`config.mk`:
```
export PLATFORM = sky130hd
export DESIGN_NAME = sha1_message_digest_core
export DESIGN_NICKNAME = d
export VERILOG_FILES = /design/src/rtl/sha1md_pkg.sv /design/src/rtl/sha1md_ram.sv /design/src/rtl/sha1_message_digest_core.sv
export SDC_FILE = /design/constraint.sdc
export NUM_CORES = 2
export LEC_CHECK = 0
export BUFFER_PORTS_ARGS = -buffer_cell sky130_fd_sc_hd__buf_2
export CAP_MARGIN = 20
export CELL_PAD_IN_SITES_DETAIL_PLACEMENT = 0
export CELL_PAD_IN_SITES_GLOBAL_PLACEMENT = 1
export CORE_MARGIN = 2
export CORE_UTILIZATION = 47
export CTS_CLUSTER_DIAMETER = 80
export DETAILED_ROUTE_END_ITERATION = 12
export GPL_ROUTABILITY_DRIVEN = 1
export GPL_TIMING_DRIVEN = 0
export PLACE_DENSITY_LB_ADDON = 0.3
export SETUP_SLACK_MARGIN = 0.15
export SKIP_LAST_GASP = 1
export SYNTH_ARGS = -nofsm -noshare
export SYNTH_HDL_FRONTEND = slang
export SYNTH_SLANG_ARGS = --single-unit
```
`constraint.sdc`:
```
create_clock -name clk -period 37.5 [get_ports clk]
set_input_delay 1.875 -clock clk [delete_from_list [all_inputs] [get_ports clk]]
set_output_delay 1.875 -clock clk [all_outputs]
set_load 0.01 [all_outputs]
```
`src/rtl/sha1md_pkg.sv`:
```
package sha1md_pkg;

  // digest word and schedule word
  typedef logic [31:0] word_t;

  // block buffer geometry: 64 bytes held as 16 big-endian words
  localparam int BlkWords  = 16;
  localparam int BlkAddrW  = 4;
  localparam int Rounds    = 80;

  // initial chaining values
  localparam word_t Iv [5] = '{
    32'h6745_2301, 32'hEFCD_AB89, 32'h98BA_DCFE, 32'h1032_5476, 32'hC3D2_E1F0
  };

  // round constants
  localparam word_t K0 = 32'h5A82_7999;
  localparam word_t K1 = 32'h6ED9_EBA1;
  localparam word_t K2 = 32'h8F1B_BCDC;
  localparam word_t K3 = 32'hCA62_C1D6;

  // first padding byte
  localparam logic [7:0] PadByte = 8'h80;

  // word of the length field that goes to each of the last two addresses
  localparam logic [BlkAddrW-1:0] LenHiAddr = 4'd14;
  localparam logic [BlkAddrW-1:0] LenLoAddr = 4'd15;

endpackage

```
`src/rtl/sha1md_ram.sv`:
```
module sha1md_ram #(
  parameter int WIDTH = 32,
  parameter int DEPTH = 16
) (
  input  logic                     clk,
  input  logic                     wr_en,
  input  logic [$clog2(DEPTH)-1:0] wr_addr,
  input  logic [WIDTH-1:0]         wr_data,
  input  logic [$clog2(DEPTH)-1:0] rd_addr,
  output logic [WIDTH-1:0]         rd_data
);

  logic [WIDTH-1:0] mem [DEPTH];

  // one write port, one registered read port
  always_ff @(posedge clk) begin
    if (wr_en) begin
      mem[wr_addr] <= wr_data;
    end
    rd_data <= mem[rd_addr];
  end

endmodule

```
`src/rtl/sha1_message_digest_core.sv`:
```
// SHA-1 digest over a byte stream. Each request carries at most one byte and
// may mark the end of the message; the digest comes out as one result of five
// 32-bit words, word 0 most significant. Bytes are taken one per cycle until
// a 64-byte block is full; that block is then compressed from a 16-word block
// RAM through a 16-word schedule window, one round per cycle, in a RAM
// read-ahead, the rounds and a chaining update, during which no request is
// taken. An end mark writes the padding word by word into the RAM, the two
// length words last, and compresses one or two more blocks. One finished
// digest may wait in the output register while the next message streams
// in.
module sha1_message_digest_core (
  input  logic        clk,
  input  logic        rst,
  input  logic        in_valid,
  output logic        in_ready,
  input  logic [7:0]  data_byte,
  input  logic        byte_valid,
  input  logic        last,
  output logic        out_valid,
  input  logic        out_ready,
  output logic [31:0] digest_word_0,
  output logic [31:0] digest_word_1,
  output logic [31:0] digest_word_2,
  output logic [31:0] digest_word_3,
  output logic [31:0] digest_word_4
);

  typedef enum logic [2:0] {
    S_IDLE, S_PAD_HEAD, S_PAD_ZERO, S_PAD_LEN, S_CPRE, S_CRND, S_CFIN, S_DONE
  } state_t;

  // where to go once a block has been compressed
  typedef enum logic [1:0] {
    A_IDLE, A_PAD, A_ZERO, A_DONE
  } after_t;

  state_t state;
  after_t after;

  sha1md_pkg::word_t h [5];
  sha1md_pkg::word_t va, vb, vc, vd, ve;
  sha1md_pkg::word_t w [sha1md_pkg::BlkWords];
  logic [6:0]  rnd;
  logic [63:0] cnt;
  logic [31:0] acc;
  logic [sha1md_pkg::BlkAddrW-1:0] fill;
  logic        two_blk;
  logic        len_lo;

  logic [5:0] pos;
  logic [1:0] lane;
  logic [31:0] head_word;
  logic [31:0] byte_word;

  logic                            wr_en;
  logic [sha1md_pkg::BlkAddrW-1:0] wr_addr;
  logic [31:0]                     wr_data;
  logic [sha1md_pkg::BlkAddrW-1:0] rd_addr;
  logic [31:0]                     rd_data;

  sha1md_pkg::word_t wt, f, k, tmp, wmix;

  assign pos  = cnt[8:3];
  assign lane = pos[1:0];
  assign in_ready = (state == S_IDLE);

  // block buffer
  sha1md_ram #(
    .WIDTH(32),
    .DEPTH(sha1md_pkg::BlkWords)
  ) u_blk_ram (
    .clk    (clk),
    .wr_en  (wr_en),
    .wr_addr(wr_addr),
    .wr_data(wr_data),
    .rd_addr(rd_addr),
    .rd_data(rd_data)
  );

  // partial word with the incoming byte merged in at its lane
  always_comb begin
    byte_word = acc;
    unique case (lane)
      2'd0: byte_word[31:24] = data_byte;
      2'd1: byte_word[23:16] = data_byte;
      2'd2: byte_word[15:8]  = data_byte;
      2'd3: byte_word[7:0]   = data_byte;
    endcase
  end

  // word holding the message tail, the pad byte and zero fill
  always_comb begin
    unique case (lane)
      2'd0: head_word = {sha1md_pkg::PadByte, 24'd0};
      2'd1: head_word = {acc[31:24], sha1md_pkg::PadByte, 16'd0};
      2'd2: head_word = {acc[31:16], sha1md_pkg::PadByte, 8'd0};
      2'd3: head_word = {acc[31:8], sha1md_pkg::PadByte};
    endcase
  end

  // block RAM write port
  always_comb begin
    wr_en   = 1'b0;
    wr_addr = pos[5:2];
    wr_data = byte_word;
    unique case (state)
      S_IDLE: begin
        wr_en = in_valid && byte_valid && (lane == 2'd3);
      end
      S_PAD_HEAD: begin
        wr_en   = 1'b1;
        wr_data = head_word;
      end
      S_PAD_ZERO: begin
        wr_en   = 1'b1;
        wr_addr = fill;
        wr_data = 32'd0;
      end
      S_PAD_LEN: begin
        wr_en   = 1'b1;
        wr_addr = len_lo ? sha1md_pkg::LenLoAddr : sha1md_pkg::LenHiAddr;
        wr_data = len_lo ? cnt[31:0] : cnt[63:32];
      end
      default: begin
        wr_en = 1'b0;
      end
    endcase
  end

  // read ahead one word of the block for the next round
  assign rd_addr = (state == S_CRND) ? (rnd[3:0] + 4'd1) : '0;

  // round function
  assign wmix = w[13] ^ w[8] ^ w[2] ^ w[0];
  assign wt   = (rnd < 7'd16) ? rd_data : {wmix[30:0], wmix[31]};

  always_comb begin
    priority if (rnd < 7'd20) begin
      f = (vb & vc) | (~vb & vd);
      k = sha1md_pkg::K0;
    end else if (rnd < 7'd40) begin
      f = vb ^ vc ^ vd;
      k = sha1md_pkg::K1;
    end else if (rnd < 7'd60) begin
      f = (vb & vc) | (vb & vd) | (vc & vd);
      k = sha1md_pkg::K2;
    end else begin
      f = vb ^ vc ^ vd;
      k = sha1md_pkg::K3;
    end
  end

  assign tmp = {va[26:0], va[31:27]} + f + ve + k + wt;

  // control sequencer and datapath registers
  always_ff @(posedge clk) begin
    if (rst) begin
      state     <= S_IDLE;
      after     <= A_IDLE;
      out_valid <= 1'b0;
      cnt       <= '0;
      two_blk   <= 1'b0;
      len_lo    <= 1'b0;
      for (int i = 0; i < 5; i++) begin
        h[i] <= sha1md_pkg::Iv[i];
      end
    end else begin
      if (out_valid && out_ready && state != S_DONE) begin
        out_valid <= 1'b0;
      end
      unique case (state)
        S_IDLE: begin
          if (in_valid) begin
            if (byte_valid) begin
              acc <= byte_word;
              cnt <= cnt + 64'd8;
              if (pos == 6'd63) begin
                state <= S_CPRE;
                after <= last ? A_PAD : A_IDLE;
              end else if (last) begin
                state <= S_PAD_HEAD;
              end
            end else if (last) begin
              state <= S_PAD_HEAD;
            end
          end
        end
        S_PAD_HEAD: begin
          fill    <= pos[5:2] + 4'd1;
          two_blk <= (pos[5:3] == 3'b111);
          len_lo  <= 1'b0;
          if (pos[5:3] == 3'b111) begin
            if (pos[5:2] == sha1md_pkg::LenLoAddr) begin
              state <= S_CPRE;
              after <= A_ZERO;
            end else begin
              state <= S_PAD_ZERO;
            end
          end else if (pos[5:2] == sha1md_pkg::LenHiAddr - 4'd1) begin
            state <= S_PAD_LEN;
          end else begin
            state <= S_PAD_ZERO;
          end
        end
        S_PAD_ZERO: begin
          fill <= fill + 4'd1;
          if (two_blk && fill == sha1md_pkg::LenLoAddr) begin
            state <= S_CPRE;
            after <= A_ZERO;
          end else if (!two_blk && fill == sha1md_pkg::LenHiAddr - 4'd1) begin
            state <= S_PAD_LEN;
          end
        end
        S_PAD_LEN: begin
          len_lo <= 1'b1;
          if (len_lo) begin
            state <= S_CPRE;
            after <= A_DONE;
          end
        end
        S_CPRE: begin
          va    <= h[0];
          vb    <= h[1];
          vc    <= h[2];
          vd    <= h[3];
          ve    <= h[4];
          rnd   <= '0;
          state <= S_CRND;
        end
        S_CRND: begin
          ve <= vd;
          vd <= vc;
          vc <= {vb[1:0], vb[31:2]};
          vb <= va;
          va <= tmp;
          for (int i = 0; i < sha1md_pkg::BlkWords - 1; i++) begin
            w[i] <= w[i+1];
          end
          w[sha1md_pkg::BlkWords-1] <= wt;
          rnd <= rnd + 7'd1;
          if (rnd == 7'(sha1md_pkg::Rounds - 1)) begin
            state <= S_CFIN;
          end
        end
        S_CFIN: begin
          h[0] <= h[0] + va;
          h[1] <= h[1] + vb;
          h[2] <= h[2] + vc;
          h[3] <= h[3] + vd;
          h[4] <= h[4] + ve;
          unique case (after)
            A_IDLE: state <= S_IDLE;
            A_PAD:  state <= S_PAD_HEAD;
            A_ZERO: begin
              fill    <= '0;
              two_blk <= 1'b0;
              state   <= S_PAD_ZERO;
            end
            A_DONE: state <= S_DONE;
          endcase
        end
        S_DONE: begin
          if (!out_valid || out_ready) begin
            digest_word_0 <= h[0];
            digest_word_1 <= h[1];
            digest_word_2 <= h[2];
            digest_word_3 <= h[3];
            digest_word_4 <= h[4];
            out_valid     <= 1'b1;
            cnt           <= '0;
            for (int i = 0; i < 5; i++) begin
              h[i] <= sha1md_pkg::Iv[i];
            end
            state <= S_IDLE;
          end
        end
        default: begin
          state <= S_IDLE;
        end
      endcase
    end
  end

endmodule

```
# Yosys cells after proc, flatten, opt, wreduce, memory -nomap -nowiden
# Memory sizes are Yosys's and may differ from the RTL's. A register that Yosys moved wholly into a read port is not among the register bits.
# Index checks and enable logic that the tools add are counted.
# word_totals
elab_cells	206
in_bits	14
mem_bits_rw	1184
out_inout_bits	162
mem_count	3
ff_bits	435
# memory_table
name	depth	width	read_ports	rd_clocked_by_memory_dff	write_ports	line	source
u_blk_ram.mem	16	32	1	1	1	sha1md_ram.sv:13	logic [WIDTH-1:0] mem [DEPTH];
w	16	32	16	0	16	sha1_message_digest_core.sv:42	sha1md_pkg::word_t w [sha1md_pkg::BlkWords];
h	5	32	5	0	5	sha1_message_digest_core.sv:40	sha1md_pkg::word_t h [5];
# classes
n_bitwise	24
muxes	83
magnitude_cmp	4
eq_ne	32
n_addsub	14
reduce_logical	27
# ops
operator	n
32-bit 2-to-1 mux	17
32-bit case mux with 2 select lines	5
32-bit adder	9
64-bit 2-to-1 mux	3
32-bit bitwise XOR	5
32-bit AND	4
32-bit case mux with 4 select lines	1
64-bit case mux with 2 select lines	1
32-bit bitwise OR	3
32-bit case mux with 3 select lines	1
64-bit by 4-bit adder with 64-bit output (second input constant)	1
3-bit 2-to-1 mux	11
8-bit 2-to-1 mux	4
32-bit NOT	1
31-bit 2-to-1 mux	1
3-bit case mux with 8 select lines	1
1-bit 2-to-1 mux	21
4-bit equality test (second input constant)	4
3-bit equality test (second input constant)	5
7-bit by 5-bit less-than comparator with 1-bit output (second input constant)	2
7-bit by 6-bit less-than comparator with 1-bit output (second input constant)	2
2-bit 2-to-1 mux	7
2-bit != test (second input constant)	7
7-bit case mux with 2 select lines	1
32 further kinds	67

# Depth between registers and ports, before layout
# depth
word_depth	11
ltp_mapped	25
depth_no_buf	22

# By module
# Synthesis repeated with hierarchy kept, for this count alone.
# unflattened
hier_cells	4850
hier_area_um2	72976.2
# modules_own_cells
mod	area_each_um2	n_inst	cells_each	seq_area_each_um2
sha1_message_digest_core	53141.0	1	4012	32461.1
sha1md_ram	19835.3	1	838	16015.4

# Worst setup path after synthesis
# No wires, ideal clock.
# synth_timing
path_type	input-to-reg
from	input port rst
to	memory w[0][0] (netlist bit), enable pin
t_arrival_ps	36976
setup_time_ps	2015
required_ps	35485
n_path_buf	2
slack_ps	-1491
stages	3
path_cell_list	clkbuf_1 > clkbuf_1 > nor3_1
# synth_rtl
item	line	source
start: declaration	sha1_message_digest_core.sv:13	input logic rst,
end: declaration	sha1_message_digest_core.sv:42	

# Worst setup path in the final report
# layout_timing
from	register rnd[4]
to	register va[31], data pin
# layout_between
elab_chain_len	9
elab_cells_between_ends	16
cone_classes	add/sub (4); order compare (4); mux (8)
# layout_rtl
item	line	source
start: declaration	sha1_message_digest_core.sv:43	logic [6:0] rnd;
start signal: assignment	sha1_message_digest_core.sv:240	rnd <= rnd + 7'd1;
7-bit by 6-bit less-than comparator with 1-bit output	sha1_message_digest_core.sv:144	end else if (rnd < 7'd60) begin
32-bit 2-to-1 mux	sha1_message_digest_core.sv:144	
32-bit 2-to-1 mux	sha1_message_digest_core.sv:141	end else if (rnd < 7'd40) begin
32-bit 2-to-1 mux	sha1_message_digest_core.sv:138	priority if (rnd < 7'd20) begin
32-bit adder (3 in series)	sha1_message_digest_core.sv:153	assign tmp = {va[26:0], va[31:27]} + f + ve + k + wt;
32-bit adder (*)	sha1_message_digest_core.sv:153	
32-bit case mux with 2 select lines (*)	sha1_message_digest_core.sv:171	unique case (state)
end signal: assignment	sha1_message_digest_core.sv:222	va <= h[0];
end signal: assignment	sha1_message_digest_core.sv:235	va <= tmp;
end: declaration	sha1_message_digest_core.sv:41	sha1md_pkg::word_t va, vb, vc, vd, ve;
# Every way passes the cells marked *; elsewhere a longest branch is shown, timed or not.
# A chain may end at the register's enable or synchronous reset.

==> reports/metrics.yaml <==
core_mm2: 0.156
clkSlewWorstSetupHoldPaths_ns: 0.06
max_cap_viol_count: 0
synth_cell_types: 91
tritoncts: "done"
end_kind: "flip-flop"
port_buffers: 175
ir_drop_mv: 0.0855
cp.arrival_ns: 8.26
synthToLayoutAreaGrowth_pct: 14.8
stdcell_count: 8130
vias_per_cell: 5.74
synth-async-reset-ratio_pct: 0
ioPinCount: 176
synth-seq-cells: 1648
endpoint: "va[31]$_DFFE_PP_"
setup_viol_count_final: 0
multi_input_area_mm2: 0.0232
route.met3.wl_um: 15400
cts_max_path_buffers: 3
antenna_found_initial: 10
max_freq_mhz: 129
crit_required_ns: 38.00
die_area_mm2: 0.159
clk-insertion-delay-late_ns: 0.81
leakage_nw: 29.6
seq_area_mm2: 0.0485
drc: 0
clock-root-buffer: "clkbuf_16"
top_layer: "met5"
hold_viol: 0
power.total_mw: 4.63
ctsHoldBuffers: 0
nFillCells: 12926
yosys_warnings: 0
num_rows: 145
syn-cell-area_mm2: 0.0734
worst_slew_pin_slew_ns: 1.25
r2r_end: "va[31]$_DFFE_PP_"
startpoint_type: "flip-flop"
synth_area_leaders: "edfxtp_1, nand2_1, fa_1"
initial_utilization_pct: 47.1
die_w_um: 399
post_route_cells_drive_above_1_share_pct: 10.1
grt_max_degree: 50
place_hpwl_um: 153000
post_cts_buffers: 0
track_usage_pct: 25.6
rrSetupSlack_ns: 29.74
r2r_cells: 22
met2WireLength_um: 94000
startpoint: "rnd[4]$_SDFFCE_PN0P_"
synthesis.instances: 5510
fp.dieH_um: 399
grt_pass1_vias: 44180
grt.overflow.total: 0
dp.cells: 7825
period_minus_slack_ns: 7.76
routed_wl_um: 206000
skew_ns: 0.0396
path_class: "reg2reg"
design_area_mm2: 0.0843
cts.sinks: 1648
synth_edf_count: 1547
status: "finished clean"
synth_ff_type: "edfxtp_1"
synth_top_area_share_pct: 63.3
postRouteAntennaNets: 0
finalSetupTns_ns: 0
hp-class: "reg2reg"
ctsResizeCount: 0
yosysTopAreaCell: "edfxtp_1"
vias: 46656
gp_congestion: 0.952
period_share_pct: 20.7
grt_pass1_wl_um: 298000
drt_first_pass_iters: 8
numCtsBuffers: 166
rsz0062_at_grt: "false"
htreeDepth: 4
avgSynthCellArea_um2: 13.3
routedWlPerCell_um: 25.4
cp_max_fo: 10
seq_area_frac_synth_pct: 66.1
rr_startpoint: "rnd[4]$_SDFFCE_PN0P_"
slew_viol_final: 0
synth_fp_nets: 5849
maxSlewHeadroom_pct: 17.0
p_per_area_mw_per_mm2: 54.9
placed_area_mm2: 0.0787
drt-initial-drc-count: 4967
fin_nets: 6275
met1_length_um: 91400
==> worst max-delay path, cell delays in order, from the launching register on <==
cell	delay, ns
edfxtp_1	0.32
clkbuf_1	0.33
a41oi_1	0.24
nand2_1	0.49
clkinv_1	0.51
buf_1	0.56
a222oi_1	0.62
fa_1	0.52
fa_1	0.46
inv_1	0.07
ha_1	0.25
inv_1	0.08
fa_1	0.41
nor2b_1	0.13
o21a_1	0.15
o21a_1	0.18
a21oi_1	0.12
a31oi_1	0.41
a31oi_1	0.26
o221ai_1	0.75
a41oi_1	0.24
xnor2_1	0.26
o21ai_0	0.09
==> power breakdown <==
group	internal [mW]	leakage [nW]	switching, mW
combinational	0.178	12.7	0.486
sequential	2.22	14.2	0.0319
clock	0.981	2.70	0.724
==> placed cells by master (no fill, tap or decap), types with 20 or more instances in the layout <==
| cell type | instances |
|---|---|
| nor2_1 | 231 |
| nand2_1 | 902 |
| clkbuf_16 | 167 |
| a31oi_1 | 42 |
| inv_1 | 281 |
| clkinv_2 | 22 |
| buf_6 | 20 |
| edfxtp_1 | 1547 |
| buf_1 | 29 |
| a311oi_1 | 97 |
| a21oi_1 | 179 |
| nor3_1 | 40 |
| o21ai_0 | 199 |
| nand2b_1 | 32 |
| a221o_1 | 38 |
| nand4_1 | 26 |
| fa_1 | 125 |
| nand3_1 | 121 |
| a211oi_1 | 86 |
| mux2_2 | 51 |
| or3_1 | 28 |
| and3_1 | 36 |
| dfxtp_1 | 101 |
| o21bai_1 | 27 |
| and2_1 | 25 |
| clkbuf_1 | 213 |
| mux2i_1 | 105 |
| a21o_1 | 84 |
| xor2_1 | 108 |
| buf_16 | 37 |
| ha_1 | 200 |
| buf_2 | 177 |
| clkinv_1 | 24 |
| nor2b_1 | 90 |
| xnor2_1 | 196 |
| o21a_1 | 86 |
==> through the flow <==
step,setup WS [ns],util [%],hold slack [ns]
floorplan,14.64,-,0.400
global placement,7.63,49.4,0.400
detailed placement,29.86,50.5,0.405
CTS,29.83,54.1,0.409
global route,29.29,54.1,0.413
finish,29.74,54.1,0.407
==> per-layer routing <==
| layer | track usage (%) | vias up |
|---|---|---|
| met3 | 4.09 | 293 |
| met2 | 39.6 | 1846 |
| met1 | 37.6 | 23477 |
| met4 | 7.10 | 2 |
| met5 | 0 | - |
| li1 | - | 21038 |
==> how the worst min path moves through the flow <==
| stage | start | to | cells past startpoint |
|---|---|---|---|
| 2_1_floorplan | w[0][32]$_DFFE_PP_ | w[0][0]$_DFFE_PP_ | 0 |
| 6_report | w[1][82]$_DFFE_PP_ | w[1][50]$_DFFE_PP_ | 0 |
| 3_5_place_dp | w[0][146]$_DFFE_PP_ | w[0][114]$_DFFE_PP_ | 0 |
| 5_1_grt | w[0][209]$_DFFE_PP_ | w[0][177]$_DFFE_PP_ | 0 |
| 3_3_place_gp | w[1][235]$_DFFE_PP_ | w[1][203]$_DFFE_PP_ | 0 |
| 4_1_cts | w[1][82]$_DFFE_PP_ | w[1][50]$_DFFE_PP_ | 0 |
==> cells in the mapped netlist, types with 5 or more instances <==
library cell and n:
a211o_1 7, a211oi_1 86, a21boi_0 10, a21o_1 84, a21oi_1 179, a221o_1 38
a221oi_1 5, a311oi_1 97, a31oi_1 42, a41oi_1 7, and2_1 25, and3_1 36
and4_1 6, buf_1 29, clkbuf_1 180, dfxtp_1 101, edfxtp_1 1547, fa_1 125
ha_1 200, inv_1 281, mux2_2 51, mux2i_1 105, nand2_1 902, nand2b_1 33
nand3_1 121, nand4_1 26, nor2_1 249, nor2b_1 91, nor3_1 42, nor4_1 8
o211ai_1 10, o21a_1 86, o21ai_0 205, o21ai_1 14, o21bai_1 27, o221ai_1 19
o22ai_1 6, o31ai_1 12, or2_2 6, or3_1 28, xnor2_1 196, xor2_1 108
==> kinds of logic (layout without fill, tap and decap cells) <==
kind of cell / count (synthesis) / after routing / share of synthesized area, %
buf+inv: 496 / 1057 / 2.56
other cells: 0 / 1 / 0
flops: 1648 / 1648 / 66.1
simple gates: 1597 / 1597 / 9.55
xor+xnor: 304 / 304 / 3.63
compound gates: 983 / 983 / 9.15
fa+ha+maj: 326 / 326 / 6.83
mux: 156 / 156 / 2.21
==> sequential cells by signal, summed over array words and instances (netlist names), 2 cells and up <==
name and cells:
digest_word_4 32, rnd 7, state 3, ve 32
acc 32, h 160, va 32, cnt 61
u_blk_ram.mem 512, fill 4, vb 32, digest_word_0 32
w 512, digest_word_2 32, u_blk_ram.rd_data 32, after 2
vd 32, vc 32, digest_word_3 32, digest_word_1 32
==> final cells by class <==
class / count / area share [%]
Inverter: 284 / 1.27
Sequential cell: 1648 / 57.5
Clock buffer: 212 / 5.30
Tap cell: 2058 / 3.06
Clock inverter: 91 / 1.32
Timing Repair Buffer: 258 / 3.00
Buffer: 212 / 0.956
Antenna cell: 1 / 0.00297
Multi-Input combinational cell: 3366 / 27.6
Power figures use the tool's default switching activity.
